### src/rtl/pl0_pkg.sv
`timescale 1ns / 1ps
package pl0_pkg;
  localparam logic [3:0] OP_LIT = 4'd1;
  localparam logic [3:0] OP_OPR = 4'd2;
  localparam logic [3:0] OP_LOD = 4'd3;
  localparam logic [3:0] OP_STO = 4'd4;
  localparam logic [3:0] OP_CAL = 4'd5;
  localparam logic [3:0] OP_INC = 4'd6;
  localparam logic [3:0] OP_JMP = 4'd7;
  localparam logic [3:0] OP_JPC = 4'd8;
  localparam logic [3:0] OP_WRT = 4'd9;
  localparam logic [3:0] OP_RED = 4'd10;

  localparam logic [3:0] OPR_RET = 4'd0;
  localparam logic [3:0] OPR_NEG = 4'd1;
  localparam logic [3:0] OPR_ADD = 4'd2;
  localparam logic [3:0] OPR_SUB = 4'd3;
  localparam logic [3:0] OPR_MUL = 4'd4;
  localparam logic [3:0] OPR_DIV = 4'd5;
  localparam logic [3:0] OPR_ODD = 4'd6;
  localparam logic [3:0] OPR_MOD = 4'd7;
  localparam logic [3:0] OPR_EQL = 4'd8;
  localparam logic [3:0] OPR_NEQ = 4'd9;
  localparam logic [3:0] OPR_LSS = 4'd10;
  localparam logic [3:0] OPR_LEQ = 4'd11;
  localparam logic [3:0] OPR_GTR = 4'd12;
  localparam logic [3:0] OPR_GEQ = 4'd13;

  typedef struct packed {
    logic        start;
    logic        is_mod;
    logic [31:0] num;
    logic [31:0] den;
  } div_req_t;

  typedef struct packed {
    logic        done;
    logic [31:0] quo;
    logic [31:0] rem;
  } div_rsp_t;
endpackage

### src/rtl/pl0_div.sv
`timescale 1ns / 1ps
// signed restoring divider, one quotient bit per cycle, truncating toward zero
module pl0_div
  import pl0_pkg::*;
(
  input  logic     clk,
  input  logic     rst,
  input  div_req_t req,
  output div_rsp_t rsp
);
  logic        busy;
  logic [5:0]  cnt;
  logic [31:0] q;
  logic [32:0] r;
  logic [31:0] d;
  logic        nq;
  logic        nr;
  logic [32:0] trial;
  logic [31:0] q_out;
  logic [31:0] r_out;

  assign trial = {r[31:0], q[31]} - {1'b0, d};
  assign q_out = nq ? 32'(-q) : q;
  assign r_out = nr ? 32'(-r[31:0]) : r[31:0];

  always_ff @(posedge clk) begin
    if (rst) begin
      busy <= 1'b0;
      rsp.done <= 1'b0;
    end else begin
      rsp.done <= 1'b0;
      if (req.start) begin
        busy <= 1'b1;
        cnt  <= 6'd32;
        q    <= req.num[31] ? 32'(-req.num) : req.num;
        d    <= req.den[31] ? 32'(-req.den) : req.den;
        r    <= '0;
        nq   <= req.num[31] ^ req.den[31];
        nr   <= req.num[31];
      end else if (busy) begin
        if (cnt == 6'd0) begin
          busy     <= 1'b0;
          rsp.done <= 1'b1;
          rsp.quo  <= q_out;
          rsp.rem  <= r_out;
        end else begin
          cnt <= cnt - 6'd1;
          if (!trial[32]) begin
            r <= trial;
            q <= {q[30:0], 1'b1};
          end else begin
            r <= {r[31:0], q[31]};
            q <= {q[30:0], 1'b0};
          end
        end
      end
    end
  end
endmodule

### config.mk
export PLATFORM = sky130hd
export DESIGN_NAME = pl0_div
export DESIGN_NICKNAME = d
export VERILOG_FILES = /design/src/rtl/pl0_pkg.sv /design/src/rtl/pl0_div.sv
export SDC_FILE = /design/constraint.sdc
export NUM_CORES = 1
export LEC_CHECK = 0
export ABC_AREA = 1
export BUFFER_PORTS_ARGS = -buffer_cell sky130_fd_sc_hd__buf_2
export CAP_MARGIN = 0
export CORE_AREA = 2 2 146 148
export DETAILED_ROUTE_END_ITERATION = 16
export DIE_AREA = 0 0 148 150
export PLACE_DENSITY = 0.84
export SYNTH_ARGS = -nofsm -noshare
export SYNTH_HDL_FRONTEND = slang
export SYNTH_SLANG_ARGS = --single-unit
### constraint.sdc
create_clock -name clk -period 11.7 [get_ports clk]
set_input_delay 1.17 -clock clk [delete_from_list [all_inputs] [get_ports clk]]
set_output_delay 1.17 -clock clk [all_outputs]
set_load 0.01 [all_outputs]
==> summary.txt, run 1 <==
Timing
  • Fin. max-slew vios: 0
  • WHS: 0.488 ns
  • FMAX: 0.300 GHz
  • Unrepaired setup endpoints after global routing: false
  • Final hold viol count: 0
  • Normalized max-slew margin: 0.205
  • Minimum clock period: 3.33 ns
  • Setup violators final: 0
  • Clock skew: around 0.011 ns
  • Worst slew pin tran: 1.19 ns
  • Post-route clock period utilization: 0.284
  • Final setup TNS: 0 ns

Worst setup path
  • Worst Path Arrival: 3.42 ns
  • Critical Path Source: req[65]
  • Worst reg-to-reg path cell count: 15
  • CP endpoint: q[11]
  • Crit path buffers/inverters: 3
  • End of the worst register-to-register path: r[31]
  • Req. time, crit path: 11.79 ns
  • Crit. End Element: flip-flop
  • Worst path slowest cell: a21oi_4
  • Reg2reg start: q[31]
  • Top cell family by delay on the critical path: buffers and inverters
  • Crit path launch type: input port
  • Critical Path Max Stage Delay: 0.94 ns
  • CP Class: in -> reg
  • Crit. path cell count: 4
  • Max Fanout on Critical Path: 43
  • Worst path cell trace: buf_2, inv_2, a21oi_4, buf_4
  • Flop-to-flop setup slack: 8.76 ns

Pwr
  • Maximum VDD drop: roughly 0.11 mV
  • Psw: just under 0.6 mW
  • Pwr Density: 128 nW/um^2
  • Total internal power: 1.16 mW
  • Flop pwr share: 0.433
  • Power share of the clock group: 0.304
  • Leakage power: around 6.8 nW
  • Overall power: 1.75 mW
  • Sw frac: 0.339
  • Logic pwr share: 0.262

Synth
  • Avg Cell Area, Syn: 7.44 um^2
  • Syn nets: 1757
  • Sequential fraction of the synthesis area: 0.414
  • Synthesized instance count: 1650
  • Main synth FF type: edfxtp_1
  • Synth async-reset ratio: 0
  • Flops & latches, synth: 170
  • Synth unique cells: 42
  • Synth warn: 0
  • EDFF count, synth: 168
  • Post-Syn Area: 12300 um^2

Min path
  • Worst hold-check path type: reg -> reg

Cells and area
  • Fill count: 1768
  • Sequential Area: 5080 um^2
  • Area taken by multi-input logic gates: roughly 6000 um^2
  • Commonest non-fill, non-tap cells in the layout: nand2_1, inv_1, nor2_1
  • Share of cells above drive strength 1: 0.122
  • Commonest non-fill, non-tap cell in the layout: nand2_1
  • Area grow syn2layout: 11.5%
  • Post-layout util: 0.661
  • Final instance area: between 10000 and 15000 um^2
  • Layout Nets: 1878

Floorplanning
  • CORE AREA: 20700 um^2
  • Die height: 150 um
  • # IOs: 133
  • Chip width: 148 um
  • Die area: approximately 22000 um^2
  • Initial core utilization: 0.593
  • Row count: 53

Global routing
  • Busiest grt layer: met2
  • GRT Resource Usage Total: 0.276
  • Initial antenna violation count: 4
  • Met1 Use GR: 0.327
  • Met3 Resource Use GR: 0.0439
  • Largest net degree at the start of global routing: 65
  • Met2 Use GR: 0.504
  • First-pass GRT wire length: 48000 um
  • GR Overflow Total: 0
  • Vias in the first global route: ~10000

Clock tree
  • Post-CTS setup buffer count: 0
  • Root buffer cell: clkbuf_16
  • Clock insertion delay at the later pin of the skew report: 0.45 ns
  • Post_cts resized: 0
  • CTS tree: built
  • Clock Tree Buf Depth: 2
  • Hold buffer count at cts: 0
  • Clock Sinks: 170
  • TritonCTS buffer count: 17
  • Clock Pin Slew Worst Setup and Hold Paths: ~0.070 ns
  • H-tree depth: 4

Placement
  • IO Port Bufs: 131
  • GPL Wtd Cong: about 0.94
  • Post-DP Area: 13100 um^2
  • Post-DP HPWL: around 23000 um

Job
  • Number of max-cap violations: 0

Detailed routing
  • Drt total wl: between 20000 and 30000 um
  • Final ANT Viol Nets: 0
  • # DRC: 2
  • Vias after detailed routing: 10856
  • Via density: 5.27
  • First-pass DRT Iterations: 11
  • Average wire per standard cell: 14.5 um
  • Starting DRT DRC Count: roughly 770

Run status
  • Failing checks: DRC
  • Outcome: finished with violations
==> synthesized netlist by cell type (7+ instances only) <==
cell type / count / share of area
nor2_2: 21 / 0.011
a31oi_1: 7 / 0.0036
a21oi_1: 34 / 0.014
ha_1: 38 / 0.039
nor3_1: 22 / 0.0090
xnor2_1: 18 / 0.013
clkbuf_1: 22 / 0.0067
inv_1: 293 / 0.090
nand2_1: 466 / 0.14
edfxtp_1: 168 / 0.41
nor2_1: 191 / 0.058
nand4_1: 25 / 0.013
o21ai_0: 58 / 0.024
nand3_1: 127 / 0.052
xor2_1: 86 / 0.061
==> area by class of cell <==
cell class,instances,share of cell area
Timing Repair Buffer,134,0.0496
Tap cell,275,0.0252
Sequential cell,170,0.372
Multi-Input combinational cell,1150,0.432
Inverter,298,0.0818
Antenna cell,3,0.000549
Clock buffer,19,0.0316
Clock inverter,12,0.00777
==> sequential cells by signal, summed over array words and instances (netlist names) <==
name / cells
cnt: 6
nr: 1
nq: 1
rsp: 65
busy: 1
q: 32
r: 32
d: 32
==> how the worst min path moves through the flow <==
stage / start / end / slack [ns] / cells after the start
after floorplan: busy / rsp[64] / 0.44 / 2
after global placement: q[0] / rsp[32] / 0.46 / 0
after detailed placement: q[0] / rsp[32] / 0.47 / 0
after CTS: busy / rsp[64] / 0.49 / 2
after global routing: q[0] / rsp[32] / 0.50 / 0
final: busy / rsp[64] / 0.49 / 2
==> tightest hold or removal path: stages (launching register included) <==
cell and delay, ns:
dfxtp_1 0.31, inv_1 0.08, nor4_1 0.05
==> per-layer routing <==
metal | wire (um) | vias up
met5 | 13 | -
met4 | 746 | 2
met2 | 15200 | 405
li1 | - | 5475
met1 | 11900 | 4913
met3 | 1900 | 61
==> power groups by stage <==
stage | Clock [mW] | Sequential (mW) | Combinational, mW
global placement | 0 | 0.769 | 0.440
floorplan | 0 | 0.758 | 0.362
detailed placement | 0 | 0.770 | 0.452
global route | 0.563 | 0.762 | 0.522
finish | 0.533 | 0.759 | 0.459
CTS | 0.536 | 0.757 | 0.456
==> kinds of logic after synthesis <==
| family | count (synthesis) | share of synthesized area |
|---|---|---|
| simple gates | 887 | 0.311 |
| compound gates | 120 | 0.0537 |
| xor+xnor | 104 | 0.0742 |
| flops | 170 | 0.414 |
| buf+inv | 330 | 0.106 |
| fa+ha+maj | 39 | 0.0404 |
==> metrics by stage <==
| stage | std cells | setup slack [ns] |
|---|---|---|
| detailed placement | 2027 | 7.84 |
| global placement | 2027 | 7.88 |
| global route | 2059 | 8.15 |
| CTS | 2058 | 8.30 |
| finish | 2061 | 8.37 |
| floorplan | 1650 | 3.53 |
No activity file was read; power rests on OpenSTA's default activity.
==> run 2: changes to the inputs <==
Clock period 11.7 ns to 3.5 ns, I/O delays scaled along.
==> summary.txt, run 2 (synthesis gave the netlist of run 1 again) <==
Run status
  • Outcome: finished, final reports clean

Detailed routing
  • Vias after detailed routing: 11042 (+1.7%)
  • WL met2: 15200 um (-0.26%)
  • # DRC: 0 (-2)
  • First-pass DRT Iterations: 7 (-4)
  • WL met1: 11700 um (-1.9%)
  • Average wire per standard cell: 14.7 um (+1.5%)
  • Final ANT Viol Nets: 0 (unchanged)
  • Drt total wl: 30400 um (+1.8%)
  • Met3 WL post-DR: 2230 um (+17%)
  • DR top layer: met4
  • Starting DRT DRC Count: 867 (+13%)
  • Via density: 5.34 (+1.4%)

Cells and area
  • Commonest non-fill, non-tap cells in the layout: nand2_1, inv_1, nor2_1
  • Fill count: 1741 (-1.5%)
  • Area grow syn2layout: 12.5%
  • Share of cells above drive strength 1: 0.125 (+0.00301)
  • Area taken by multi-input logic gates: 5910 um^2 (about the same)
  • Largest register FFs: 65 (unchanged)
  • Layout Nets: 1882 (+0.21%)
  • Post-layout util: 0.667 (+0.00599)
  • Commonest non-fill, non-tap cell in the layout: nand2_1
  • Largest register by flop count: rsp
  • Sequential Area: 5080 um^2 (unchanged)
  • Non-filler cells, final: 2067 (+0.29%)
  • Final instance area: 13800 um^2 (+0.91%)

Pwr
  • Leakage power: 6.85 nW (+1.1%)
  • Pwr Density: 440 nW/um^2 (+240%)
  • Maximum VDD drop: 0.385 mV (+250%)

Clock tree
  • Post_cts resized: 0 (unchanged)
  • Clock Tree Buf Depth: 2 (unchanged)
  • H-tree depth: 4 (unchanged)
  • TritonCTS buffer count: 17 (unchanged)
  • Clock insertion delay at the later pin of the skew report: 0.44 ns (about the same)
  • Root buffer cell: clkbuf_16
  • Clock Sinks: 170 (unchanged)
  • Clock Pin Slew Worst Setup and Hold Paths: 0.07 ns (about the same)
  • CTS tree: built
  • Hold buffer count at cts: 0 (unchanged)
  • Post-CTS setup buffer count: 0 (unchanged)

Global routing
  • GR Overflow Total: 0 (unchanged)
  • Initial antenna violation count: 3 (-1)
  • GRT Resource Usage Total: 0.281 (+0.00535)
  • Vias in the first global route: 10483 (+2.4%)
  • First-pass GRT wire length: 49100 um (+2.4%)
  • Largest net degree at the start of global routing: 65 (unchanged)

Timing
  • Final hold viol count: 0 (unchanged)
  • Fin. max-slew vios: 0 (unchanged)
  • Unrepaired setup endpoints after global routing: false
  • FMAX: 0.359 GHz
  • Final setup TNS: 0 ns (unchanged)
  • Normalized max-slew margin: 0.432 (+0.226)
  • Clock skew: 0.0123 ns (+0.00113 ns)
  • Worst slew pin tran: 0.853 ns (-0.337 ns)
  • Setup violators final: 0 (unchanged)
  • Minimum clock period: 2.78 ns
  • Post-route clock period utilization: 0.795

Placement
  • GPL Wtd Cong: 0.997 (+6.1%)
  • IO Port Bufs: 131 (unchanged)
  • Post-DP Area: 13200 um^2 (+0.35%)
  • Placed cell count: 2031 (+0.20%)
  • Post-DP HPWL: 23000 um (-0.11%)

Worst setup path
  • Worst reg-to-reg path cell count: 15 (unchanged)
  • Max Fanout on Critical Path: 17 (-60%)
  • Req. time, crit path: 3.69 ns (-8.10 ns)
  • Worst Path Arrival: 2.97 ns (-0.45 ns)
  • Reg2reg start: q[31]
  • Crit path launch type: flip-flop
  • CP Class: reg -> reg
  • Flop-to-flop setup slack: 0.72 ns (-8.04 ns)
  • Crit. End Element: flip-flop
  • End of the worst register-to-register path: r[0]

Min path
  • Worst hold start: req[0]
  • Worst hold-check path type: in -> reg
  • Hold Path Stages: 1 (-1)
  • Endpoint, Worst Hold: d[0]

Floorplanning
  • Initial core utilization: 0.593 (unchanged)
  • CORE AREA: 20700 um^2 (unchanged)
  • Chip width: 148 um (unchanged)
  • Die area: 22200 um^2 (unchanged)
  • Row count: 53 (unchanged)
  • # IOs: 133 (unchanged)
  • Die height: 150 um (unchanged)

Job
  • Number of max-cap violations: 0 (unchanged)
==> run 2: changes by cell type in the layout (fill, tap and decap cells not counted), moves of 2 or more <==
cell | previous run | this run
inv_6 | 5 | 3
clkinvlp_4 | 3 | 1
bufinv_16 | 0 | 3
clkinv_2 | 0 | 2
buf_4 | 3 | 6
==> run 2: worst max-delay path by stage <==
stage,startpoint,endpoint,depth (start not counted)
3_3_place_gp,q[31],r[0],15
5_1_grt,q[31],r[18],15
6_report,q[31],r[0],15
2_1_floorplan,req[65],cnt[0],5
3_5_place_dp,q[31],r[0],15
4_1_cts,q[31],r[0],15
==> run 2: metal layers <==
metal / global-route usage / up-vias
met1: 0.320 / 5029
met5: 0 / -
met4: 0.129 / 0
li1: - / 5485
met3: 0.0598 / 91
met2: 0.506 / 437
==> run 2: power by group <==
part / internal (mW) / switching (mW) / total (mW) / leakage (nW)
clock: 1.14 / 0.832 / 1.97 / 0.301
sequential: 2.42 / 0.117 / 2.53 / 1.59
combinational: 0.535 / 1.03 / 1.57 / 4.96
==> run 2: stage by stage <==
stage / worst slack [ns] / total power, mW / hold slack, ns
after detailed placement: 0.739 / 4.10 / 0.514
after global placement: 0.812 / 4.05 / 0.508
after floorplan: 0.0465 / 3.74 / 0.419
final: 0.717 / 6.07 / 0.127
after CTS: 0.687 / 6.07 / 0.113
after global routing: 0.554 / 6.40 / 0.115
==> run 2: final cells by class <==
| type | count | share of cell area |
|---|---|---|
| multi-input cells | 1150 | 0.428 |
| diodes | 4 | 0.000725 |
| inverters | 298 | 0.0810 |
| flip-flops and latches | 170 | 0.368 |
| clock buffers | 18 | 0.0311 |
| clock inverters | 14 | 0.0134 |
| well taps | 275 | 0.0249 |
| repair buffers | 138 | 0.0522 |
==> run 2: critical path, stage by stage, from the launching register on <==
cell and delay [ns]:
edfxtp_1 0.40, inv_1 0.11, ha_1 0.24, fa_1 0.42, inv_1 0.12, nand2_1 0.06
nand2_1 0.08, nand3_1 0.09, nand2_2 0.14, nand2_4 0.07, nand2_4 0.08, nand2_4 0.08
nand3_4 0.21, nand2_8 0.17, nor2_1 0.18, nor2_1 0.07
==> run 3: changes to the inputs <==
Settings changed: ABC_AREA 1 to 0, CORE_AREA 2 2 146 148 to 2 2 143 145, DIE_AREA 0 0 148 150 to 0 0 145 147, PLACE_DENSITY 0.84 to 0.79.
Clock period 3.5 ns to 2.5 ns, I/O delays scaled along.
==> summary.txt, run 3 <==
Pwr
  • Pwr Density: 639 nW/um^2 (+45%)
  • Maximum VDD drop: 0.485 mV (+26%)
  • Leakage power: 6.07 nW (-11%)

Detailed routing
  • Vias after detailed routing: 9484 (-14%)
  • Starting DRT DRC Count: 803 (-7.4%)
  • Average wire per standard cell: 18.3 um (+25%)
  • # DRC: 0 (unchanged)
  • Final ANT Viol Nets: 0 (unchanged)
  • First-pass DRT Iterations: 5 (-2)
  • Via density: 5.72 (+7.1%)
  • Drt total wl: 30400 um (about the same)

Floorplanning
  • # IOs: 133 (unchanged)
  • CORE AREA: 19800 um^2 (-4.1%)
  • Die height: 147 um (-2.0%)
  • Initial core utilization: 0.522 (-0.0714)
  • Die area: 21300 um^2 (-4.0%)
  • Row count: 52 (-1.9%)
  • Chip width: 145 um (-2.0%)

Worst setup path
  • Crit path launch type: flip-flop
  • CP Class: reg -> reg
  • Cell mode on critical path: or4_4
  • Worst path cell trace: inv_1, ha_1, nand2b_1, nand2b_4, or4_4, or3_4, or4_4, or4_4, or4_4, o31ai_4, xnor2_1
  • Worst Path Arrival: 3.96 ns (+0.99 ns)
  • Req. time, crit path: 2.68 ns (-1.01 ns)
  • Crit. End Element: flip-flop
  • Critical Path Max Stage Delay: 0.50 ns (+0.08 ns)
  • Worst path slowest cell: or4_4
  • Max Fanout on Critical Path: 3 (-14)

Synth
  • Top-area cell type share of the netlist area: 0.487 (+0.0762)
  • Synth async-reset ratio: 0 (unchanged)
  • Synth unique cells: 58 (+38%)
  • Synth top area cells: edfxtp_1, xnor2_1, ha_1, nand2_1, a21oi_1
  • Main synth FF type: edfxtp_1
  • Synth area leader: edfxtp_1
  • Syn nets: 1107 (-37%)
  • Commonest cells in the netlist: edfxtp_1, nand2_1, xnor2_1
  • Flops & latches, synth: 170 (unchanged)
  • EDFF count, synth: 168 (unchanged)
  • Post-Syn Area: 10400 um^2 (-16%)
  • Cell with the most instances after synthesis: edfxtp_1
  • Avg Cell Area, Syn: 10.4 um^2 (+39%)
  • Synth warn: 0 (unchanged)
  • Sequential fraction of the synthesis area: 0.491 (+0.0768)
  • Synthesized instance count: 1000 (-39%)

Clock tree
  • CTS tree: built
  • Clock insertion delay at the later pin of the skew report: 0.44 ns (about the same)
  • Clock Tree Buf Depth: 2 (unchanged)
  • Clock Sinks: 170 (unchanged)
  • TritonCTS buffer count: 17 (unchanged)
  • Clock Pin Slew Worst Setup and Hold Paths: 0.06 ns (about the same)
  • Hold buffer count at cts: 0 (unchanged)
  • Root buffer cell: clkbuf_16
  • H-tree depth: 4 (unchanged)

Timing
  • Fin. max-slew vios: 0 (unchanged)
  • Setup violators final: 60 (+60)
  • Minimum clock period: 3.78 ns (+0.999 ns)
  • Post-route clock period utilization: 1.51 (+0.718)
  • Unrepaired setup endpoints after global routing: true
  • Normalized max-slew margin: 0.499 (+0.0676)
  • Setup ws final: -1.28 ns (-2.00 ns)
  • FMAX: 0.264 GHz (-26%)
  • Worst slew pin tran: 0.751 ns (-0.101 ns)
  • Final hold viol count: 0 (unchanged)
  • Final setup TNS: -36.88 ns (-36.88 ns)
  • Clock skew: 0.0110 ns (-0.00131 ns)

Placement
  • IO Port Bufs: 131 (unchanged)
  • GPL Wtd Cong: 0.900 (-9.7%)
  • Post-DP HPWL: 19000 um (-17%)
  • Placed cell count: 1582 (-22%)

Cells and area
  • Largest register FFs: 65 (unchanged)
  • Non-filler cells, final: 1657 (-20%)
  • Layout Nets: 1482 (-21%)
  • Area grow syn2layout: 45.8%
  • Share of cells above drive strength 1: 0.433 (+0.308)
  • Largest register by flop count: rsp
  • Ant. Diodes: 0 (-4)
  • Commonest non-fill, non-tap cells in the layout: buf_4, edfxtp_1, buf_2
  • Commonest non-fill, non-tap cell in the layout: buf_4
  • Fill count: 1175 (-33%)

Global routing
  • Met2 Use GR: 0.475 (-0.0320)
  • Vias in the first global route: 9223 (-12%)
  • GR Overflow Total: 0 (unchanged)
  • Met3 Resource Use GR: 0.0534 (-0.00634)
  • First-pass GRT wire length: 45300 um (-7.7%)
  • Busiest grt layer: met2
  • Met1 Use GR: 0.325 (+0.00571)
  • Largest net degree at the start of global routing: 58 (-11%)
  • GRT Resource Usage Total: 0.266 (-0.0153)
  • Initial antenna violation count: 0 (-3)

Job
  • Number of max-cap violations: 0 (unchanged)

Min path
  • Worst hold-check path type: in -> reg

Run status
  • Outcome: finished with violations
  • Failing checks: setup timing
-- run 3: critical path, delay by kind of cell, from the launching register on --
family	cells	cell delay (ns)
adder cells (fa/ha/maj)	1	0.17
AO/OA/AOI/OAI	1	0.21
XOR/XNOR	1	0.09
flip-flops	1	0.42
AND/OR/NAND/NOR	7	2.56
buffers and inverters	1	0.10
-- run 3: cell families (layout without fill, tap and decap cells) --
logic type	count (synthesis)	count (layout)	synth area share
xor+xnor	141	141	0.119
compound gates	254	254	0.154
flops	170	170	0.491
simple gates	305	305	0.149
buf+inv	83	470	0.0301
fa+ha+maj	39	39	0.0479
mux	8	8	0.00858
-- run 3: cell type report --
| cell class | count | area (um^2) | area share |
|---|---|---|---|
| clock buffer | 19 | 433 | 0.0287 |
| timing repair buffer | 385 | 2760 | 0.183 |
| multi-input combinational | 747 | 6080 | 0.403 |
| clock inverter | 12 | 199 | 0.0132 |
| inverter | 54 | 203 | 0.0134 |
| tap | 270 | 338 | 0.0224 |
| sequential | 170 | 5080 | 0.337 |
-- run 3: stage by stage --
step / setup slack [ns] / hold WS, ns / power (mW) / cell area [um^2] / util
global route: -1.38 / 0.0653 / 9.98 / 15100 / 0.761
CTS: -1.17 / 0.0557 / 9.22 / 14700 / 0.739
detailed placement: -1.19 / 0.508 / 6.01 / 13200 / 0.665
global placement: -1.11 / 0.495 / 5.92 / 13200 / 0.665
floorplan: -0.998 / 0.322 / 5.03 / 10700 / -
finish: -1.28 / 0.0699 / 9.64 / 15100 / 0.761
-- run 3: layer usage --
metal  up-vias  share of wire
met5         -              0
met4         0          0.023
met3        72          0.077
met2       472           0.51
met1      4506           0.39
li1       4434              -
-- run 3: path summary, 6_finish.rpt --
| kind | start | endpoint | slack (ns) | cells after the start |
|---|---|---|---|---|
| setup / recovery | q[1] | rsp[60] | -1.28 | 11 |
| setup reg to reg | q[1] | rsp[60] | -1.28 | 11 |
| hold reg to reg | busy | rsp[64] | 0.52 | 1 |
| hold / removal | req[0] | d[0] | 0.07 | 1 |
-- run 3: power by group --
| part | internal (mW) | switching [mW] |
|---|---|---|
| Clock | 1.76 | 1.10 |
| Sequential | 3.40 | 0.151 |
| Combinational | 1.54 | 1.69 |
| Total | 6.71 | 2.93 |
-- run 3: what timing repair did --
action | CTS | global route
resized for setup | 115 | 102
endpoints found under the setup margin | 56 | 75
cloned | 4 | 0
setup buffers | 41 | 23
pin swaps | 33 | 41
